**config.mk**
```make
export PLATFORM = sky130hd
export DESIGN_NAME = fsc_alu
export DESIGN_NICKNAME = d
export VERILOG_FILES = /design/src/hw/rtl/fsc_pkg.sv /design/src/hw/rtl/fsc_alu.sv
export SDC_FILE = /design/constraint.sdc
export NUM_CORES = 1
export LEC_CHECK = 0
export ABC_AREA = 1
export BUFFER_PORTS_ARGS = -buffer_cell sky130_fd_sc_hd__buf_2
export CELL_PAD_IN_SITES_DETAIL_PLACEMENT = 0
export CELL_PAD_IN_SITES_GLOBAL_PLACEMENT = 1
export CORE_MARGIN = 1
export CORE_UTILIZATION = 31
export DETAILED_ROUTE_END_ITERATION = 12
export GPL_TIMING_DRIVEN = 0
export PLACE_DENSITY_LB_ADDON = 0.1
export SLEW_MARGIN = 20
export SYNTH_ARGS = -nofsm -noshare
export SYNTH_HDL_FRONTEND = slang
export SYNTH_SLANG_ARGS = --single-unit
```
**constraint.sdc**
```tcl
create_clock -name vclk -period 3.8
set_clock_uncertainty 0.1 [all_clocks]
set_input_delay 0.76 -clock vclk [all_inputs]
set_output_delay 0.76 -clock vclk [all_outputs]
set_load 0.05 [all_outputs]
```
**src/hw/rtl/fsc_pkg.sv**
```systemverilog
// ----------------------------------------------------------------------------
// fsc_pkg
// Shared widths, register indexes and shared-unit types of the flow-shop
// sequencer.
// ----------------------------------------------------------------------------
package fsc_pkg;

  localparam int TIME_W      = 16;
  localparam int SPAN_W      = 25;
  localparam int JOB_CFG_W   = 6;
  localparam int MACH_CFG_W  = 5;
  localparam int OUT_JOB_W   = 5;
  localparam int CFG_IDX_W   = 4;
  localparam int CFG_DATA_W  = 8;

  localparam logic [SPAN_W-1:0] SPAN_MAX = {SPAN_W{1'b1}};

  localparam logic [CFG_IDX_W-1:0] REG_JOB_COUNT     = CFG_IDX_W'(0);
  localparam logic [CFG_IDX_W-1:0] REG_MACHINE_COUNT = CFG_IDX_W'(1);

  // shared unit request: res = sat(max(a, b) + c), lt = (a < b)
  typedef struct packed {
    logic [SPAN_W-1:0] a;
    logic [SPAN_W-1:0] b;
    logic [SPAN_W-1:0] c;
  } alu_req_t;

  typedef struct packed {
    logic [SPAN_W-1:0] res;
    logic              lt;
  } alu_rsp_t;

endpackage

```
**src/hw/rtl/fsc_alu.sv**
```systemverilog
// ----------------------------------------------------------------------------
// fsc_alu
// Shared arithmetic unit: max, saturating add and less-than compare.
// ----------------------------------------------------------------------------
module fsc_alu (
  input  fsc_pkg::alu_req_t req,
  output fsc_pkg::alu_rsp_t rsp
);
  import fsc_pkg::*;

  logic [SPAN_W-1:0] mx;
  logic [SPAN_W:0]   sum;

  assign mx      = (req.a < req.b) ? req.b : req.a;
  assign sum     = {1'b0, mx} + {1'b0, req.c};
  assign rsp.res = sum[SPAN_W] ? SPAN_MAX : sum[SPAN_W-1:0];
  assign rsp.lt  = (req.a < req.b);

endmodule

```
# == Word-level counts from Yosys, hierarchy flattened ==
# Cells that the tools add are included.
# classes
n_lt_le_gt_ge,1
n_addsub,1
mux,2
# op_table
op,n
25-bit 2-to-1 mux,2
25-bit by 25-bit adder with 26-bit output,1
25-bit < comparator,1
# totals
out_inout_bits,26
inputBits,75
reg_bits,0

# == Depth between registers and ports, before layout ==
# depth
ltp_word,4
ltp_mapped,25
depth_no_buf,23

# == Worst setup path after synthesis ==
# Ideal clock, no wire load.
# synth_path
kind,input port to output port
startpoint,input port req[41] (netlist name)
endpoint,output port rsp[3] (netlist name)
arrival_time_ns,3.794
slack_ns,-0.854
cell_stages,15
cell_sequence,inv_1 > ha_1 > a21o_1 > nor2_1 > nand2_1 > a21oi_4 > nand2_4 > buf_6 > nand2_1 > nand2_1 > ha_1 > fa_1 > nand2_1 > inv_1 > o21ai_0
# synth_lines
item,line,rtl
"start, declared",fsc_alu.sv:6,"input fsc_pkg::alu_req_t req,"
"end, declared",fsc_alu.sv:7,output fsc_pkg::alu_rsp_t rsp

==> metrics <==
Starting Density 0.322; WP data arrival about 3.7 ns; worst-path fanout max 5; Commonest cells post-synth nand2_1 (260), inv_1 (131), nand3_1 (57); Crit-path slowest cell ha_1; fmax 217 MHz; relative slew slack 0.833; net count after synthesis between 700 and 800; FP Rows 36; endpoints failing hold 0; post-synthesis cell type count 29; Top Ports 101; GRT Residual Overflow 0; Crit Path Class input pin to primary output; critical-path cell list buf_6 > ha_4 > a21o_1 > nor2_2 > nand2_2 > a21oi_4 > nand2_4 > buf_12 > buf_16 > nand2_1 > nand2_1 > ha_1 > nand2_1 > nor2_1 > nand3_1 > nand3_2 > nand2_1 > inv_2 > nor2_4 > buf_6 > buf_12 > nand3_4 > buf_8; Final ANT Viol Nets 0; vias in the first global route 4045; core area 0.00982 sq mm; Post-Route WL 11700 um; # DRC 0; first-pass GRT wire length 18800 um; syn avg cell area just over 5 sq um; period utilisation layout 1.21; Synth top area share 0.309; Critical Path Max Stage Delay 0.31 ns; drt wl/cell 13.0 um; Final Critical Period 4.60 ns; Syn Inst Count 623; Total GRT Usage 0.226; HPWL Detailed 9230 um; Syn. warnings 0; worst hold path class input pin to primary output; Static Leak 3.11 nW; final setup fails 25; crit-path leading delay family simple AND/OR/NAND/NOR gates; drt pass-1 iters 4; RSZ-0062 raised after global routing yes; routability cong. 0.813; Netlist Area Pre-Place approximately 0.0032 sq mm; post-synth top area cell nand2_1; Worst-Margin Slew 0.250 ns; fin area approximately 0.0057 sq mm; DR vias/cell 4.60; Final Hold Slack 1.91 ns; maximum vdd drop 0.284 mV; largest net degree at the start of global routing 11; fin nets 900; register area share after synthesis 0; CP bufs+invs 7; die extent in x 103 um; clk_buf instances 0; failing checks negative setup slack; Final WS setup -0.803 ns; CP Capture Type primary output; FFs & Latches 0; placed cells 857; PD cells 347 mW/mm^2; die area 0.0106 sq mm; total of max-cap violations 0; Die Y 103 um; cell with the most instances after synthesis nand2_1; fillers 1001; status finished with violations; DP Area about 0.0043 sq mm; main area contributors after synthesis nand2_1 (31%), ha_1 (20%), inv_1 (16%); final setup TNS -19.36 ns; final slew viol count 0; register area 0 sq um; initial antenna violation count 0; Finished Layout Cells 905; share of cells above drive strength 1 0.472; antenna diode instance count 0; Initial DRC Count 110; Syn-to-layout area delta 79.8%; Worst setup SP type input pin; PortBufs 101; Layout Utilization 0.579; critical path's most frequent cell nand2_1; CP required 2.94 ns; vias 4161
[cell type report]
| class | instances | area [sq um] | area share |
|---|---|---|---|
| Inverter | 136 | 528 | 0.0929 |
| Timing Repair Buffer | 149 | 1280 | 0.225 |
| Multi-Input combinational cell | 479 | 3600 | 0.633 |
| Tap cell | 133 | 166 | 0.0293 |
| Buffer | 8 | 113 | 0.0198 |
[cell families (layout without fill, tap and decap cells)]
logic type / Yosys count / in the layout / share of synthesized area
and+or+nand+nor: 394 / 394 / 0.538
xor gates and xnor gates: 8 / 8 / 0.0222
AOI/OAI and AO/OA: 26 / 26 / 0.0495
adders and majority gates: 51 / 51 / 0.204
buffers and inverters: 144 / 293 / 0.186
[path summary, 6_finish.rpt]
check	endpoint	depth (start not counted)	slack (ns)	from
setup / recovery	rsp[12]	23	-0.80	req[66]
hold / removal	rsp[1]	5	1.91	req[0]
[per-stage QoR]
stage | power, mW | setup WS [ns]
after floorplan | 1.11 | -0.317
after global placement | 1.42 | -1.21
after detailed placement | 1.43 | -1.19
after CTS | 1.88 | -0.845
after global routing | 2.12 | -0.988
final | 1.97 | -0.803
[metal layers]
layer | share of wire | wire [um] | up-vias | GRT usage
met4 | 0.0010 | 12 | 0 | 0
met2 | 0.52 | 6150 | 71 | 0.444
met5 | 0 | 0 | - | 0
li1 | - | - | 2200 | -
met1 | 0.45 | 5290 | 1888 | 0.292
met3 | 0.023 | 274 | 2 | 0.00136
[layout by cell type (no fill, tap or decap), types with 2 or more instances in the layout]
master    netlist  routed
a21o_1          5       5
a21oi_1        18      14
a21oi_2         0       4
buf_12          1       4
buf_16          0       4
buf_2           3      62
buf_4           1      36
buf_6           3      39
buf_8           0      12
ha_1           50      13
ha_2            0       3
ha_4            0      34
inv_1         131     107
inv_2           4      21
inv_4           0       7
nand2_1       260     174
nand2_2         6      67
nand2_4         1      26
nand3_1        57      49
nand3_2        10       5
nand3_4         1      14
nand3b_1        2       2
nand4_1         8       8
nor2_1         40      24
nor2_2          2      12
nor2_4          1       7
or2_2           2       2
xor2_1          8       8
[power breakdown]
part	internal (mW)	switching, mW	total (mW)
registers	0	0	0
logic	0.830	1.14	1.97
clock network	0	0	0
[timing repair]
action,4_1_cts,5_1_grt
pin swaps,40,50
gates cloned,4,0
resized for setup,178,71
hold endpoints to repair,0,0
hold buffers,0,0
buffers inserted,39,5
setup endpoints to repair,25,25
Note: power is estimated with default switching activity, not from simulation.
